**src/design/gtm_pkg.sv**
```systemverilog
// Shared types and constants for the Goertzel tone magnitude block.
// Used by the register file, the controller, the datapath and the top level.
`default_nettype none

package gtm_pkg;

   // Default values for the top-level parameters.
   localparam int SAMPLE_WIDTH_DEFAULT   = 16;
   localparam int COEF_FRAC_BITS_DEFAULT = 14;
   localparam int ACC_WIDTH_DEFAULT      = 48;

   // The shared multiplier works on unsigned chunks of this width.
   localparam int CHUNK_WIDTH = 24;

   // Fixed field widths.
   localparam int TWO_COS_WIDTH = 17;
   localparam int TRIG_WIDTH    = 16;
   localparam int MAG_WIDTH     = 48;

   // Configuration port.
   localparam int CSR_ADDR_WIDTH = 4;
   localparam int CSR_DATA_WIDTH = 32;

   // Register indexes (word address within the configuration port).
   localparam logic [1:0] REG_TWO_COS = 2'd0;
   localparam logic [1:0] REG_COS     = 2'd1;
   localparam logic [1:0] REG_SIN     = 2'd2;

   // Register reset values.
   localparam logic [TWO_COS_WIDTH-1:0] TWO_COS_RESET = '0;
   localparam logic [TRIG_WIDTH-1:0]    COS_RESET     = 16'd16384;
   localparam logic [TRIG_WIDTH-1:0]    SIN_RESET     = '0;

   // Datapath operations.
   typedef enum logic [3:0] {
      OP_IDLE,
      OP_LOAD,
      OP_MUL,
      OP_ROUND,
      OP_SUB_D2,
      OP_ADD_X,
      OP_REAL,
      OP_ROOT_INIT,
      OP_ROOT_STEP,
      OP_OUT
   } op_type;

   // Multiplier operand A source.
   typedef enum logic [1:0] {
      A_D1,
      A_D2,
      A_REAL,
      A_IMAG
   } a_sel_type;

   // Multiplier operand B source.
   typedef enum logic [2:0] {
      B_TWO_COS,
      B_COS,
      B_SIN,
      B_REAL,
      B_IMAG
   } b_sel_type;

   // Command from the controller to the datapath.
   typedef struct packed {
      op_type    op;
      a_sel_type a_sel;
      b_sel_type b_sel;
      logic      acc_clr;
   } cmd_type;

endpackage

`default_nettype wire

```
**src/design/gtm_csr.sv**
```systemverilog
// Configuration registers behind an APB-style port.
// Depends on gtm_pkg for register indexes, widths and reset values.
`default_nettype none

module gtm_csr (
   input  wire logic                                 clock,
   input  wire logic                                 reset,
   input  wire logic                                 psel,
   input  wire logic                                 penable,
   input  wire logic                                 pwrite,
   input  wire logic [gtm_pkg::CSR_ADDR_WIDTH-1:0]   paddr,
   input  wire logic [gtm_pkg::CSR_DATA_WIDTH-1:0]   pwdata,
   output logic      [gtm_pkg::CSR_DATA_WIDTH-1:0]   prdata,
   output logic                                      pready,
   output logic      [gtm_pkg::TWO_COS_WIDTH-1:0]    coeff_two_cos,
   output logic      [gtm_pkg::TRIG_WIDTH-1:0]       cos_term,
   output logic      [gtm_pkg::TRIG_WIDTH-1:0]       sin_term
);

   localparam int DW = gtm_pkg::CSR_DATA_WIDTH;
   localparam int CW = gtm_pkg::TWO_COS_WIDTH;
   localparam int TW = gtm_pkg::TRIG_WIDTH;

   logic [CW-1:0] two_cos_ff;
   logic [TW-1:0] cos_ff;
   logic [TW-1:0] sin_ff;
   logic          wr_en;
   logic [1:0]    reg_idx;

   // A write transfer completes in the access phase.
   assign pready  = 1'b1;
   assign wr_en   = psel && penable && pwrite && pready;
   assign reg_idx = paddr[3:2];

   // Register writes; an unmapped index is ignored.
   always_ff @(posedge clock) begin
      if (reset) begin
         two_cos_ff <= gtm_pkg::TWO_COS_RESET;
         cos_ff     <= gtm_pkg::COS_RESET;
         sin_ff     <= gtm_pkg::SIN_RESET;
      end else if (wr_en) begin
         case (reg_idx)
            gtm_pkg::REG_TWO_COS: two_cos_ff <= pwdata[CW-1:0];
            gtm_pkg::REG_COS:     cos_ff     <= pwdata[TW-1:0];
            gtm_pkg::REG_SIN:     sin_ff     <= pwdata[TW-1:0];
            default: ;
         endcase
      end
   end

   // Read data, sign-extended to the bus width.
   always_comb begin
      case (reg_idx)
         gtm_pkg::REG_TWO_COS: prdata = {{(DW-CW){two_cos_ff[CW-1]}}, two_cos_ff};
         gtm_pkg::REG_COS:     prdata = {{(DW-TW){cos_ff[TW-1]}}, cos_ff};
         gtm_pkg::REG_SIN:     prdata = {{(DW-TW){sin_ff[TW-1]}}, sin_ff};
         default:              prdata = '0;
      endcase
   end

   assign coeff_two_cos = two_cos_ff;
   assign cos_term      = cos_ff;
   assign sin_term      = sin_ff;

endmodule

`default_nettype wire

```
**src/design/gtm_datapath.sv**
```systemverilog
// Datapath: delay accumulators, chunked shared multiplier, rounding,
// saturating add/subtract, digit-by-digit square root and the result register.
// Depends on gtm_pkg for the command type and constants.
`default_nettype none

module gtm_datapath #(
   parameter  int SAMPLE_WIDTH   = gtm_pkg::SAMPLE_WIDTH_DEFAULT,
   parameter  int COEF_FRAC_BITS = gtm_pkg::COEF_FRAC_BITS_DEFAULT,
   parameter  int ACC_WIDTH      = gtm_pkg::ACC_WIDTH_DEFAULT,
   localparam int NCH   = (ACC_WIDTH + gtm_pkg::CHUNK_WIDTH - 1) / gtm_pkg::CHUNK_WIDTH,
   localparam int IDX_W = $clog2(NCH)
) (
   input  wire logic                                clock,
   input  wire logic                                reset,
   input  wire gtm_pkg::cmd_type                    cmd,
   input  wire logic [IDX_W-1:0]                    a_idx,
   input  wire logic [IDX_W-1:0]                    b_idx,
   input  wire logic [SAMPLE_WIDTH-1:0]             sample,
   input  wire logic [gtm_pkg::TWO_COS_WIDTH-1:0]   coeff_two_cos,
   input  wire logic [gtm_pkg::TRIG_WIDTH-1:0]      cos_term,
   input  wire logic [gtm_pkg::TRIG_WIDTH-1:0]      sin_term,
   output logic      [gtm_pkg::MAG_WIDTH-1:0]       magnitude
);

   localparam int CHW    = gtm_pkg::CHUNK_WIDTH;
   localparam int MW     = gtm_pkg::MAG_WIDTH;
   localparam int CW     = gtm_pkg::TWO_COS_WIDTH;
   localparam int TW     = gtm_pkg::TRIG_WIDTH;
   localparam int PAD_W  = NCH * CHW;
   localparam int PROD_W = 2 * PAD_W;
   localparam int RAD_W  = 2 * ACC_WIDTH;

   localparam logic [ACC_WIDTH-1:0] ACC_MAX = {1'b0, {(ACC_WIDTH-1){1'b1}}};
   localparam logic [ACC_WIDTH-1:0] ACC_MIN = {1'b1, {(ACC_WIDTH-1){1'b0}}};
   localparam logic [PROD_W:0]      HALF    = (PROD_W+1)'(1) << (COEF_FRAC_BITS - 1);

   // Clamp a sum one bit wider than the accumulators.
   function automatic logic [ACC_WIDTH-1:0] sat_acc(input logic [ACC_WIDTH:0] s);
      logic [ACC_WIDTH-1:0] r;
      if (s[ACC_WIDTH] != s[ACC_WIDTH-1]) begin
         r = s[ACC_WIDTH] ? ACC_MIN : ACC_MAX;
      end else begin
         r = s[ACC_WIDTH-1:0];
      end
      return r;
   endfunction

   logic [ACC_WIDTH-1:0] x_ff;
   logic [ACC_WIDTH-1:0] d1_ff;
   logic [ACC_WIDTH-1:0] d2_ff;
   logic [ACC_WIDTH-1:0] tmp_ff;
   logic [ACC_WIDTH-1:0] re_ff;
   logic                 neg_ff;
   logic [PROD_W-1:0]    acc_ff;
   logic [RAD_W-1:0]     rad_ff;
   logic [ACC_WIDTH+1:0] rem_ff;
   logic [ACC_WIDTH-1:0] root_ff;
   logic [MW-1:0]        mag_ff;

   logic [ACC_WIDTH-1:0] a_val;
   logic [ACC_WIDTH-1:0] a_mag;
   logic [PAD_W-1:0]     a_pad;
   logic [PAD_W-1:0]     b_pad;
   logic                 b_neg;
   logic [CW-1:0]        two_cos_mag;
   logic [TW-1:0]        cos_mag;
   logic [TW-1:0]        sin_mag;
   logic [ACC_WIDTH-1:0] re_mag;
   logic [ACC_WIDTH-1:0] im_mag;
   logic [CHW-1:0]       a_chunk;
   logic [CHW-1:0]       b_chunk;
   logic [2*CHW-1:0]     pp;
   logic [IDX_W:0]       sh_pos;
   logic [PROD_W-1:0]    pp_sh;
   logic [PROD_W-1:0]    acc_in;

   logic [PROD_W:0]      rnd_sum;
   logic [PROD_W:0]      rnd_shr;
   logic [PROD_W:0]      rnd_lim;
   logic [PROD_W:0]      rnd_sat;
   logic [ACC_WIDTH-1:0] rnd_val;

   logic [ACC_WIDTH-1:0] sub_d2;
   logic [ACC_WIDTH-1:0] add_x;
   logic [ACC_WIDTH-1:0] re_val;

   logic [ACC_WIDTH+1:0] rem_sh;
   logic [ACC_WIDTH+1:0] trial;
   logic                 take;
   logic [ACC_WIDTH+MW-1:0] root_wide;
   logic [MW-1:0]        mag_next;

   // Operand magnitudes.
   assign two_cos_mag = coeff_two_cos[CW-1] ? (CW)'(-coeff_two_cos) : coeff_two_cos;
   assign cos_mag     = cos_term[TW-1] ? (TW)'(-cos_term) : cos_term;
   assign sin_mag     = sin_term[TW-1] ? (TW)'(-sin_term) : sin_term;
   assign re_mag      = re_ff[ACC_WIDTH-1] ? (ACC_WIDTH)'(-re_ff) : re_ff;
   assign im_mag      = tmp_ff[ACC_WIDTH-1] ? (ACC_WIDTH)'(-tmp_ff) : tmp_ff;

   // Operand A select.
   always_comb begin
      case (cmd.a_sel)
         gtm_pkg::A_D1:   a_val = d1_ff;
         gtm_pkg::A_D2:   a_val = d2_ff;
         gtm_pkg::A_REAL: a_val = re_ff;
         gtm_pkg::A_IMAG: a_val = tmp_ff;
         default:         a_val = d1_ff;
      endcase
      a_mag = a_val[ACC_WIDTH-1] ? (ACC_WIDTH)'(-a_val) : a_val;
      a_pad = (PAD_W)'(a_mag);
   end

   // Operand B select, with its sign for the rounding step.
   always_comb begin
      case (cmd.b_sel)
         gtm_pkg::B_TWO_COS: begin
            b_pad = (PAD_W)'(two_cos_mag);
            b_neg = coeff_two_cos[CW-1];
         end
         gtm_pkg::B_COS: begin
            b_pad = (PAD_W)'(cos_mag);
            b_neg = cos_term[TW-1];
         end
         gtm_pkg::B_SIN: begin
            b_pad = (PAD_W)'(sin_mag);
            b_neg = sin_term[TW-1];
         end
         gtm_pkg::B_REAL: begin
            b_pad = (PAD_W)'(re_mag);
            b_neg = re_ff[ACC_WIDTH-1];
         end
         gtm_pkg::B_IMAG: begin
            b_pad = (PAD_W)'(im_mag);
            b_neg = tmp_ff[ACC_WIDTH-1];
         end
         default: begin
            b_pad = '0;
            b_neg = 1'b0;
         end
      endcase
   end

   // One chunk product per cycle, shifted into place and accumulated.
   assign a_chunk = a_pad[a_idx*CHW +: CHW];
   assign b_chunk = b_pad[b_idx*CHW +: CHW];
   assign pp      = a_chunk * b_chunk;
   assign sh_pos  = (IDX_W+1)'(a_idx) + (IDX_W+1)'(b_idx);
   assign pp_sh   = (PROD_W)'(pp) << (sh_pos * CHW);
   assign acc_in  = (cmd.acc_clr ? '0 : acc_ff) + pp_sh;

   // Scale the product magnitude, round half away from zero, saturate, apply sign.
   always_comb begin
      rnd_sum = (PROD_W+1)'(acc_ff) + HALF;
      rnd_shr = rnd_sum >> COEF_FRAC_BITS;
      rnd_lim = (PROD_W+1)'(ACC_MAX) + (PROD_W+1)'(neg_ff);
      rnd_sat = (rnd_shr > rnd_lim) ? rnd_lim : rnd_shr;
      rnd_val = neg_ff ? (ACC_WIDTH)'(-rnd_sat[ACC_WIDTH-1:0]) : rnd_sat[ACC_WIDTH-1:0];
   end

   // Saturating add and subtract steps.
   assign sub_d2 = sat_acc({tmp_ff[ACC_WIDTH-1], tmp_ff} - {d2_ff[ACC_WIDTH-1], d2_ff});
   assign add_x  = sat_acc({tmp_ff[ACC_WIDTH-1], tmp_ff} + {x_ff[ACC_WIDTH-1], x_ff});
   assign re_val = sat_acc({d1_ff[ACC_WIDTH-1], d1_ff} - {tmp_ff[ACC_WIDTH-1], tmp_ff});

   // One result bit of the square root per step.
   assign rem_sh = {rem_ff[ACC_WIDTH-1:0], rad_ff[RAD_W-1 -: 2]};
   assign trial  = {root_ff, 2'b01};
   assign take   = (rem_sh >= trial);

   // Clamp the root to the magnitude width.
   always_comb begin
      root_wide = (ACC_WIDTH+MW)'(root_ff);
      if (root_wide > (ACC_WIDTH+MW)'({MW{1'b1}})) begin
         mag_next = '1;
      end else begin
         mag_next = root_wide[MW-1:0];
      end
   end

   // Delay accumulators: the recurrence state.
   always_ff @(posedge clock) begin
      if (reset) begin
         d1_ff <= '0;
         d2_ff <= '0;
      end else begin
         case (cmd.op)
            gtm_pkg::OP_ADD_X: begin
               d1_ff <= add_x;
               d2_ff <= d1_ff;
            end
            gtm_pkg::OP_ROOT_INIT: begin
               d1_ff <= '0;
               d2_ff <= '0;
            end
            default: ;
         endcase
      end
   end

   // Working registers.
   always_ff @(posedge clock) begin
      case (cmd.op)
         gtm_pkg::OP_LOAD: begin
            x_ff <= {{(ACC_WIDTH-SAMPLE_WIDTH){sample[SAMPLE_WIDTH-1]}}, sample};
         end
         gtm_pkg::OP_MUL: begin
            acc_ff <= acc_in;
            neg_ff <= a_val[ACC_WIDTH-1] ^ b_neg;
         end
         gtm_pkg::OP_ROUND: begin
            tmp_ff <= rnd_val;
         end
         gtm_pkg::OP_SUB_D2: begin
            tmp_ff <= sub_d2;
         end
         gtm_pkg::OP_REAL: begin
            re_ff <= re_val;
         end
         gtm_pkg::OP_ROOT_INIT: begin
            rad_ff  <= acc_ff[RAD_W-1:0];
            rem_ff  <= '0;
            root_ff <= '0;
         end
         gtm_pkg::OP_ROOT_STEP: begin
            rad_ff <= rad_ff << 2;
            if (take) begin
               rem_ff  <= rem_sh - trial;
               root_ff <= {root_ff[ACC_WIDTH-2:0], 1'b1};
            end else begin
               rem_ff  <= rem_sh;
               root_ff <= {root_ff[ACC_WIDTH-2:0], 1'b0};
            end
         end
         gtm_pkg::OP_OUT: begin
            mag_ff <= mag_next;
         end
         default: ;
      endcase
   end

   assign magnitude = mag_ff;

endmodule

`default_nettype wire

```
**src/design/gtm_ctrl.sv**
```systemverilog
// Controller: sequences the recurrence per sample and the magnitude
// computation on the last sample; owns both channel handshakes.
// Depends on gtm_pkg for the command type.
`default_nettype none

module gtm_ctrl #(
   parameter  int ACC_WIDTH = gtm_pkg::ACC_WIDTH_DEFAULT,
   localparam int NCH   = (ACC_WIDTH + gtm_pkg::CHUNK_WIDTH - 1) / gtm_pkg::CHUNK_WIDTH,
   localparam int IDX_W = $clog2(NCH)
) (
   input  wire logic             clock,
   input  wire logic             reset,
   input  wire logic             req_valid,
   input  wire logic             req_last,
   output logic                  req_stall,
   output logic                  rsp_valid,
   input  wire logic             rsp_stall,
   output gtm_pkg::cmd_type      cmd,
   output logic [IDX_W-1:0]      a_idx,
   output logic [IDX_W-1:0]      b_idx
);

   localparam int CNT_W = $clog2(ACC_WIDTH);
   localparam logic [IDX_W-1:0] IDX_LAST = (IDX_W)'(NCH - 1);
   localparam logic [CNT_W-1:0] CNT_INIT = (CNT_W)'(ACC_WIDTH - 1);
   localparam int SAMPLE_CYCLES = NCH + 4;

   typedef enum logic [3:0] {
      ST_IDLE,
      ST_MUL,
      ST_ROUND,
      ST_SUB,
      ST_ADD,
      ST_CMUL,
      ST_CRND,
      ST_REAL,
      ST_SMUL,
      ST_SRND,
      ST_SQ_RE,
      ST_SQ_IM,
      ST_ROOT_INIT,
      ST_ROOT,
      ST_OUT
   } state_type;

   state_type        state_ff;
   logic [IDX_W-1:0] ai_ff;
   logic [IDX_W-1:0] bi_ff;
   logic [CNT_W-1:0] cnt_ff;
   logic             last_ff;
   logic             rsp_valid_ff;
   logic             out_free;
   logic             a_end;

   assign out_free  = !rsp_valid_ff || !rsp_stall;
   assign a_end     = (ai_ff == IDX_LAST);
   assign req_stall = (state_ff != ST_IDLE);
   assign rsp_valid = rsp_valid_ff;
   assign a_idx     = ai_ff;
   assign b_idx     = bi_ff;

   // Command decode from the current state.
   always_comb begin
      cmd.op      = gtm_pkg::OP_IDLE;
      cmd.a_sel   = gtm_pkg::A_D1;
      cmd.b_sel   = gtm_pkg::B_TWO_COS;
      cmd.acc_clr = 1'b0;
      case (state_ff)
         ST_IDLE: begin
            if (req_valid) begin
               cmd.op = gtm_pkg::OP_LOAD;
            end
         end
         ST_MUL: begin
            cmd.op      = gtm_pkg::OP_MUL;
            cmd.acc_clr = (ai_ff == '0);
         end
         ST_CMUL: begin
            cmd.op      = gtm_pkg::OP_MUL;
            cmd.a_sel   = gtm_pkg::A_D2;
            cmd.b_sel   = gtm_pkg::B_COS;
            cmd.acc_clr = (ai_ff == '0);
         end
         ST_SMUL: begin
            cmd.op      = gtm_pkg::OP_MUL;
            cmd.a_sel   = gtm_pkg::A_D2;
            cmd.b_sel   = gtm_pkg::B_SIN;
            cmd.acc_clr = (ai_ff == '0);
         end
         ST_SQ_RE: begin
            cmd.op      = gtm_pkg::OP_MUL;
            cmd.a_sel   = gtm_pkg::A_REAL;
            cmd.b_sel   = gtm_pkg::B_REAL;
            cmd.acc_clr = (ai_ff == '0) && (bi_ff == '0);
         end
         ST_SQ_IM: begin
            cmd.op    = gtm_pkg::OP_MUL;
            cmd.a_sel = gtm_pkg::A_IMAG;
            cmd.b_sel = gtm_pkg::B_IMAG;
         end
         ST_ROUND, ST_CRND, ST_SRND: cmd.op = gtm_pkg::OP_ROUND;
         ST_SUB:       cmd.op = gtm_pkg::OP_SUB_D2;
         ST_ADD:       cmd.op = gtm_pkg::OP_ADD_X;
         ST_REAL:      cmd.op = gtm_pkg::OP_REAL;
         ST_ROOT_INIT: cmd.op = gtm_pkg::OP_ROOT_INIT;
         ST_ROOT:      cmd.op = gtm_pkg::OP_ROOT_STEP;
         ST_OUT: begin
            if (out_free) begin
               cmd.op = gtm_pkg::OP_OUT;
            end
         end
         default: ;
      endcase
   end

   // State, chunk indexes, root counter and the result valid flag.
   always_ff @(posedge clock) begin
      if (reset) begin
         state_ff     <= ST_IDLE;
         ai_ff        <= '0;
         bi_ff        <= '0;
         cnt_ff       <= '0;
         last_ff      <= 1'b0;
         rsp_valid_ff <= 1'b0;
      end else begin
         // The output state sets the flag itself when it hands over a result.
         if (rsp_valid_ff && !rsp_stall && state_ff != ST_OUT) begin
            rsp_valid_ff <= 1'b0;
         end
         case (state_ff)
            ST_IDLE: begin
               if (req_valid) begin
                  last_ff  <= req_last;
                  ai_ff    <= '0;
                  bi_ff    <= '0;
                  state_ff <= ST_MUL;
               end
            end
            ST_MUL, ST_CMUL, ST_SMUL: begin
               if (a_end) begin
                  ai_ff <= '0;
                  case (state_ff)
                     ST_MUL:  state_ff <= ST_ROUND;
                     ST_CMUL: state_ff <= ST_CRND;
                     default: state_ff <= ST_SRND;
                  endcase
               end else begin
                  ai_ff <= ai_ff + 1'b1;
               end
            end
            ST_ROUND: state_ff <= ST_SUB;
            ST_SUB:   state_ff <= ST_ADD;
            ST_ADD:   state_ff <= last_ff ? ST_CMUL : ST_IDLE;
            ST_CRND:  state_ff <= ST_REAL;
            ST_REAL:  state_ff <= ST_SMUL;
            ST_SRND:  state_ff <= ST_SQ_RE;
            ST_SQ_RE, ST_SQ_IM: begin
               if (bi_ff == IDX_LAST) begin
                  bi_ff <= '0;
                  if (a_end) begin
                     ai_ff    <= '0;
                     state_ff <= (state_ff == ST_SQ_RE) ? ST_SQ_IM : ST_ROOT_INIT;
                  end else begin
                     ai_ff <= ai_ff + 1'b1;
                  end
               end else begin
                  bi_ff <= bi_ff + 1'b1;
               end
            end
            ST_ROOT_INIT: begin
               cnt_ff   <= CNT_INIT;
               state_ff <= ST_ROOT;
            end
            ST_ROOT: begin
               if (cnt_ff == '0) begin
                  state_ff <= ST_OUT;
               end else begin
                  cnt_ff <= cnt_ff - 1'b1;
               end
            end
            ST_OUT: begin
               if (out_free) begin
                  rsp_valid_ff <= 1'b1;
                  state_ff     <= ST_IDLE;
               end
            end
            default: state_ff <= ST_IDLE;
         endcase
      end
   end

`ifndef SYNTH
   // A sample that does not close a block passes through the multiply, round, subtract and add states back to idle.
   a_sample_time: assert property (@(posedge clock) disable iff (reset)
      (state_ff == ST_IDLE && req_valid && !req_last) |-> ##SAMPLE_CYCLES (state_ff == ST_IDLE))
      else $error("non-last sample did not return to idle on time");

   // A pending result is never overwritten.
   a_out_hold: assert property (@(posedge clock) disable iff (reset)
      (state_ff == ST_OUT && rsp_valid_ff && rsp_stall) |=> (state_ff == ST_OUT))
      else $error("result stage left while the previous result was stalled");

   // A result appears only from the output state.
   a_rsp_src: assert property (@(posedge clock) disable iff (reset)
      $rose(rsp_valid_ff) |-> ($past(state_ff) == ST_OUT))
      else $error("result valid raised outside the output state");

   // The square root runs exactly one step per result bit.
   a_root_len: assert property (@(posedge clock) disable iff (reset)
      (state_ff == ST_ROOT_INIT) |=> (state_ff == ST_ROOT && cnt_ff == CNT_INIT))
      else $error("square root counter not loaded");
`endif

endmodule

`default_nettype wire

```
**src/design/goertzel_tone_magnitude_top.sv**
```systemverilog
// Top level of the single-bin Goertzel tone magnitude detector.
// Instantiates gtm_csr, gtm_ctrl and gtm_datapath; uses gtm_pkg.
//
//   Channel  Direction  Handshake                 Payload
//   req      in         req_valid / req_stall     req_sample, req_last
//   rsp      out        rsp_valid / rsp_stall     rsp_magnitude
//   csr      in/out     psel, penable, pready     paddr, pwrite, pwdata, prdata
//
// One sample at a time; NCH = ceil(ACC_WIDTH/24) is the chunk count of the
// 24x24 chunk multiplier. A last sample also runs the cos and sin products,
// the squares of both parts and the one-bit-per-cycle square root. Reset is
// synchronous; it clears the delay accumulators and the control state and sets
// the configuration registers to their defaults.
// A finished result waits in its output register while new samples are taken;
// the next result and the sample input stall until the waiting one is taken.
`default_nettype none

module goertzel_tone_magnitude_top #(
   parameter int SAMPLE_WIDTH   = gtm_pkg::SAMPLE_WIDTH_DEFAULT,
   parameter int COEF_FRAC_BITS = gtm_pkg::COEF_FRAC_BITS_DEFAULT,
   parameter int ACC_WIDTH      = gtm_pkg::ACC_WIDTH_DEFAULT
) (
   input  wire logic                                clock,
   input  wire logic                                reset,
   input  wire logic                                req_valid,
   output logic                                     req_stall,
   input  wire logic [SAMPLE_WIDTH-1:0]             req_sample,
   input  wire logic                                req_last,
   output logic                                     rsp_valid,
   input  wire logic                                rsp_stall,
   output logic      [gtm_pkg::MAG_WIDTH-1:0]       rsp_magnitude,
   input  wire logic                                psel,
   input  wire logic                                penable,
   input  wire logic                                pwrite,
   input  wire logic [gtm_pkg::CSR_ADDR_WIDTH-1:0]  paddr,
   input  wire logic [gtm_pkg::CSR_DATA_WIDTH-1:0]  pwdata,
   output logic      [gtm_pkg::CSR_DATA_WIDTH-1:0]  prdata,
   output logic                                     pready
);

   localparam int NCH   = (ACC_WIDTH + gtm_pkg::CHUNK_WIDTH - 1) / gtm_pkg::CHUNK_WIDTH;
   localparam int IDX_W = $clog2(NCH);

   logic [gtm_pkg::TWO_COS_WIDTH-1:0] coeff_two_cos;
   logic [gtm_pkg::TRIG_WIDTH-1:0]    cos_term;
   logic [gtm_pkg::TRIG_WIDTH-1:0]    sin_term;
   gtm_pkg::cmd_type                  cmd;
   logic [IDX_W-1:0]                  a_idx;
   logic [IDX_W-1:0]                  b_idx;

   // Configuration registers.
   gtm_csr u_csr (
      .clock         (clock),
      .reset         (reset),
      .psel          (psel),
      .penable       (penable),
      .pwrite        (pwrite),
      .paddr         (paddr),
      .pwdata        (pwdata),
      .prdata        (prdata),
      .pready        (pready),
      .coeff_two_cos (coeff_two_cos),
      .cos_term      (cos_term),
      .sin_term      (sin_term)
   );

   // Sequencer.
   gtm_ctrl #(
      .ACC_WIDTH (ACC_WIDTH)
   ) u_ctrl (
      .clock     (clock),
      .reset     (reset),
      .req_valid (req_valid),
      .req_last  (req_last),
      .req_stall (req_stall),
      .rsp_valid (rsp_valid),
      .rsp_stall (rsp_stall),
      .cmd       (cmd),
      .a_idx     (a_idx),
      .b_idx     (b_idx)
   );

   // Arithmetic.
   gtm_datapath #(
      .SAMPLE_WIDTH   (SAMPLE_WIDTH),
      .COEF_FRAC_BITS (COEF_FRAC_BITS),
      .ACC_WIDTH      (ACC_WIDTH)
   ) u_datapath (
      .clock         (clock),
      .reset         (reset),
      .cmd           (cmd),
      .a_idx         (a_idx),
      .b_idx         (b_idx),
      .sample        (req_sample),
      .coeff_two_cos (coeff_two_cos),
      .cos_term      (cos_term),
      .sin_term      (sin_term),
      .magnitude     (rsp_magnitude)
   );

endmodule

`default_nettype wire

```
**config.mk**
```make
export PLATFORM = sky130hd
export DESIGN_NAME = goertzel_tone_magnitude_top
export DESIGN_NICKNAME = d
export VERILOG_FILES = /design/src/design/gtm_pkg.sv /design/src/design/gtm_csr.sv /design/src/design/gtm_datapath.sv /design/src/design/gtm_ctrl.sv /design/src/design/goertzel_tone_magnitude_top.sv
export SDC_FILE = /design/constraint.sdc
export NUM_CORES = 2
export LEC_CHECK = 0
export ABC_AREA = 1
export ABC_CLOCK_PERIOD_IN_PS = 15330
export BUFFER_PORTS_ARGS = -buffer_cell sky130_fd_sc_hd__buf_2
export CAP_MARGIN = 10
export CORE_MARGIN = 10
export CORE_UTILIZATION = 45
export CTS_BUF_LIST = sky130_fd_sc_hd__clkbuf_8
export DETAILED_ROUTE_END_ITERATION = 12
export GPL_ROUTABILITY_DRIVEN = 0
export RECOVER_POWER = 100
export SYNTH_ARGS = -nofsm -noshare
export SYNTH_HDL_FRONTEND = slang
export SYNTH_SLANG_ARGS = --single-unit
```
**constraint.sdc**
```tcl
create_clock -name clock -period 15.33 [get_ports clock]
set_input_delay 4.599 -clock clock [delete_from_list [all_inputs] [get_ports clock]]
set_output_delay 4.599 -clock clock [all_outputs]
set_load 0.02 [all_outputs]
```
==> impl_metrics.toml <==
[global_route]
grt_antenna_before_repair = 6
grt_use_total_pct = 28.1
grt_pass1_vias = 69338
grt_max_degree = 125
busiest_layer = "met2"
grt_util_met1_pct = 36.8
met2_usage_pct = 43.4
grt_pass1_wl_um = 400000
grt-ovfl-total = 0
use_met3_pct = 5.73

[sta]
worst_slew_pin_slew_ns = 5.49
fin_tns_setup_ns = 0
max_freq_ghz = 0.0673
slew_headroom_pct = -266
hold_viol = 0
fin_worst_skew_ns = 0.0930
final-setup-viol-count = 0
rsz0062_at_grt = "false"
fin_crit_sh_pct = 96.9
slew_viol_final = 1158
whs_ns = 0.441
layout_setup_ws_ns = 0.468
post-route-min-period_ns = 14.86

[die]
die_x_um = 426
rows = 148
die_area_um2 = 181000
start_util_pct = 45.4
die_h_um = 426
core-area_um2 = 163000
ioPinCount = 143

[clock_tree]
ctsHtreeMaxLevel = 3
cts_tree = "built"
holdBufCountCts = 0
clock_sinks = 608
insertion_delay_ns = 0.89
clk_path_buf_depth = 3
root_buffer = "clkbuf_8"
cts_buffers = 108
cts.reportedPaths.clkPinSlew_ns = 0.06

[synth]
ys_ff_latch = 608
synthArstFlopShare_pct = 0
yosysSeqAreaShare_pct = 22.5
syn_area_um2 = 74100
synth.top_cell.area_share_pct = 18.2
synth_top_family_by_area = "simple AND/OR/NAND/NOR gates"
synthTopCellsByCount = "2126 x nand2_1, 1816 x inv_1, 1257 x nor2_1, 877 x a21oi_1, 668 x o21ai_0"
yosysMostFrequentCell = "nand2_1"
synth_xor_xnor_area_share_pct = 4.37
synth_mux_area_share_pct = 0.0135
postSynthCellCount = 10550
synthTopCellsByArea = "edfxtp_1 18%, fa_1 13%, nand2_1 11%"
synth_nets = 11619
synth-simple-area-share_pct = 23.6
ys_warn_count = 0
synthDistinctLibCells = 73
synth_edf_count = 449
yosys.area_share.adder_pct = 22.0
synth_compound_area_share_pct = 16.0
synth_top_cell_by_area = "edfxtp_1"
synth_ff_type = "edfxtp_1"
avgSynthCellArea_um2 = 7.03

[placement]
place_ws_ns = 0.784
portBuffers = 124
place_area_um2 = 76800
hpwlAfterDp_um = 213000
place_inst = 12600

[worst_setup_path]
cp.arrival_ns = 15.44
setup.worst_path.start_class = "register"
r2r_end = "u_datapath.acc_ff[87]$_DFFE_PN_"
r2r_start = "u_ctrl.state_ff[3]$_SDFFE_PP0P_"
critPathKind = "reg -> reg"
end_kind = "register"
cpMostUsedCell = "inv_1"
crit_path_max_incr_delay_ns = 0.77
r2r_slack_ns = 0.47
r2r_cells = 57
cp_slowest_cell = "o21ai_0"
crit_fanout = 25
required_ns = 15.91

[detailed_routing]
num_vias = 72759
drt-initial-drc-count = 8115
drc = 0
dr.pass1.iters = 7
avgViaCountPerCell = 5.68
detail-route-antenna-nets = 0
wirelength_um = 264000
wl_per_cell_um = 20.6

[pwr]
leakage_nw = 36.1
peakVddDrop_mv = 0.130
p_total_mw = 12.9
power_density_nw_per_um2 = 164

[final_layout]
layout-drive-gt1-share_pct = 4.29
nFillCells = 16914
fin_nets = 11611
final_util_pct = 48.3
final_cell_area_um2 = 78900
area_growth_pct = 6.42
final_cells = 12812

[min_path]
holdPathEnd = "u_datapath.magnitude[12]$_DFFE_PN_"
hold_path_class = "reg -> reg"
hold_depth = 0
hp-start = "u_datapath.mag_next[12]$_SDFFCE_PP0P_"

[status]
violations = "capacitance limit, slew limit"
status = "finished, violations left"

[job]
drv_cap = 19
registers in the layout, indices dropped and copies added (netlist names), 4 cells and up:
name,cells
u_datapath.mag_next,48
u_datapath.tmp_ff,48
u_ctrl.cnt_ff,6
u_csr.sin_term,16
u_datapath.magnitude,48
u_datapath.rem_ff,48
u_datapath.acc_ff,96
u_ctrl.state_ff,4
u_datapath.d2_ff,48
u_datapath.x_ff,16
u_csr.cos_term,16
u_datapath.rad_ff,96
u_csr.coeff_two_cos,17
u_datapath.d1_ff,48
u_datapath.re_ff,48
cell families (layout without fill, tap and decap cells):
group	count (synthesis)	in the layout
other cells	1	3
xor+xnor	370	370
mux	1	1
flops	608	608
fa+ha+maj	1009	1009
simple gates	4215	4215
compound gates	2134	2134
buf+inv	2212	2297
worst max-delay path, delay by kind of cell (launching register included):
kind            cells  cell delay (ns)
compound gates     17             5.02
xor+xnor            2             0.34
fa+ha+maj           9             3.94
buf+inv            14             2.16
flops               1             0.52
simple gates       15             2.49
where the power goes:
| group | internal [mW] | total, mW | switching (mW) | leakage, nW |
|---|---|---|---|---|
| logic | 2.47 | 8.53 | 6.06 | 29.5 |
| registers | 2.32 | 2.78 | 0.461 | 5.27 |
| clock network | 0.846 | 1.61 | 0.766 | 1.27 |
worst max path at each step:
stage | startpoint | endpoint | slack (ns)
final | u_ctrl.state_ff[3]$_SDFFE_PP0P_ | u_datapath.acc_ff[87]$_DFFE_PN_ | 0.47
after global routing | u_datapath.tmp_ff[1]$_DFFE_PP_ | u_datapath.acc_ff[91]$_DFFE_PN_ | 0.02
after CTS | u_ctrl.state_ff[3]$_SDFFE_PP0P_ | u_datapath.acc_ff[87]$_DFFE_PN_ | 0.71
after detailed placement | u_ctrl.state_ff[3]$_SDFFE_PP0P_ | u_datapath.acc_ff[87]$_DFFE_PN_ | 0.78
after global placement | u_ctrl.state_ff[3]$_SDFFE_PP0P_ | u_datapath.acc_ff[91]$_DFFE_PN_ | 0.87
after floorplan | paddr[3] | prdata[17] | 3.99
routing by layer:
| metal | vias to the layer above | wire (µm) |
|---|---|---|
| met3 | 731 | 25600 |
| li1 | 34250 | - |
| met5 | - | 21 |
| met2 | 3449 | 114000 |
| met1 | 34325 | 108000 |
| met4 | 4 | 16100 |
area by class of cell:
class / instances / area (µm²) / share of cell area (%)
multi-input combinational: 7730 / 49000 / 62.1
inverter: 1868 / 7050 / 8.94
clock inverter: 83 / 594 / 0.753
tap: 2175 / 2720 / 3.45
antenna: 2 / 5.00 / 0.00634
clock buffer: 120 / 1650 / 2.09
timing repair buffer: 226 / 1230 / 1.56
sequential: 608 / 16700 / 21.1
layout by cell type (no fill, tap or decap), drive strengths merged, types with 52 or more instances in the layout:
| cell type | netlist | final |
|---|---|---|
| ha | 523 | 523 |
| nand2 | 2156 | 2156 |
| o21a | 52 | 52 |
| nor2 | 1296 | 1296 |
| inv | 1850 | 1881 |
| nand3 | 468 | 468 |
| fa | 486 | 486 |
| o21ai | 728 | 728 |
| xor2 | 217 | 217 |
| dfxtp | 159 | 159 |
| a21oi | 879 | 879 |
| xnor2 | 153 | 153 |
| clkbuf | 208 | 223 |
| clkinv | 18 | 53 |
| o22ai | 67 | 67 |
| nor3 | 126 | 126 |
| edfxtp | 449 | 449 |
| nand4 | 76 | 76 |
| buf | 136 | 123 |
| a31oi | 160 | 160 |
what timing repair did:
| action | in CTS | in global routing |
|---|---|---|
| buffers inserted | 0 | 5 |
| endpoints found under the setup margin | 0 | 28 |
| gates resized for setup | 0 | 17 |
Note: power is estimated with default switching activity, not from simulation.
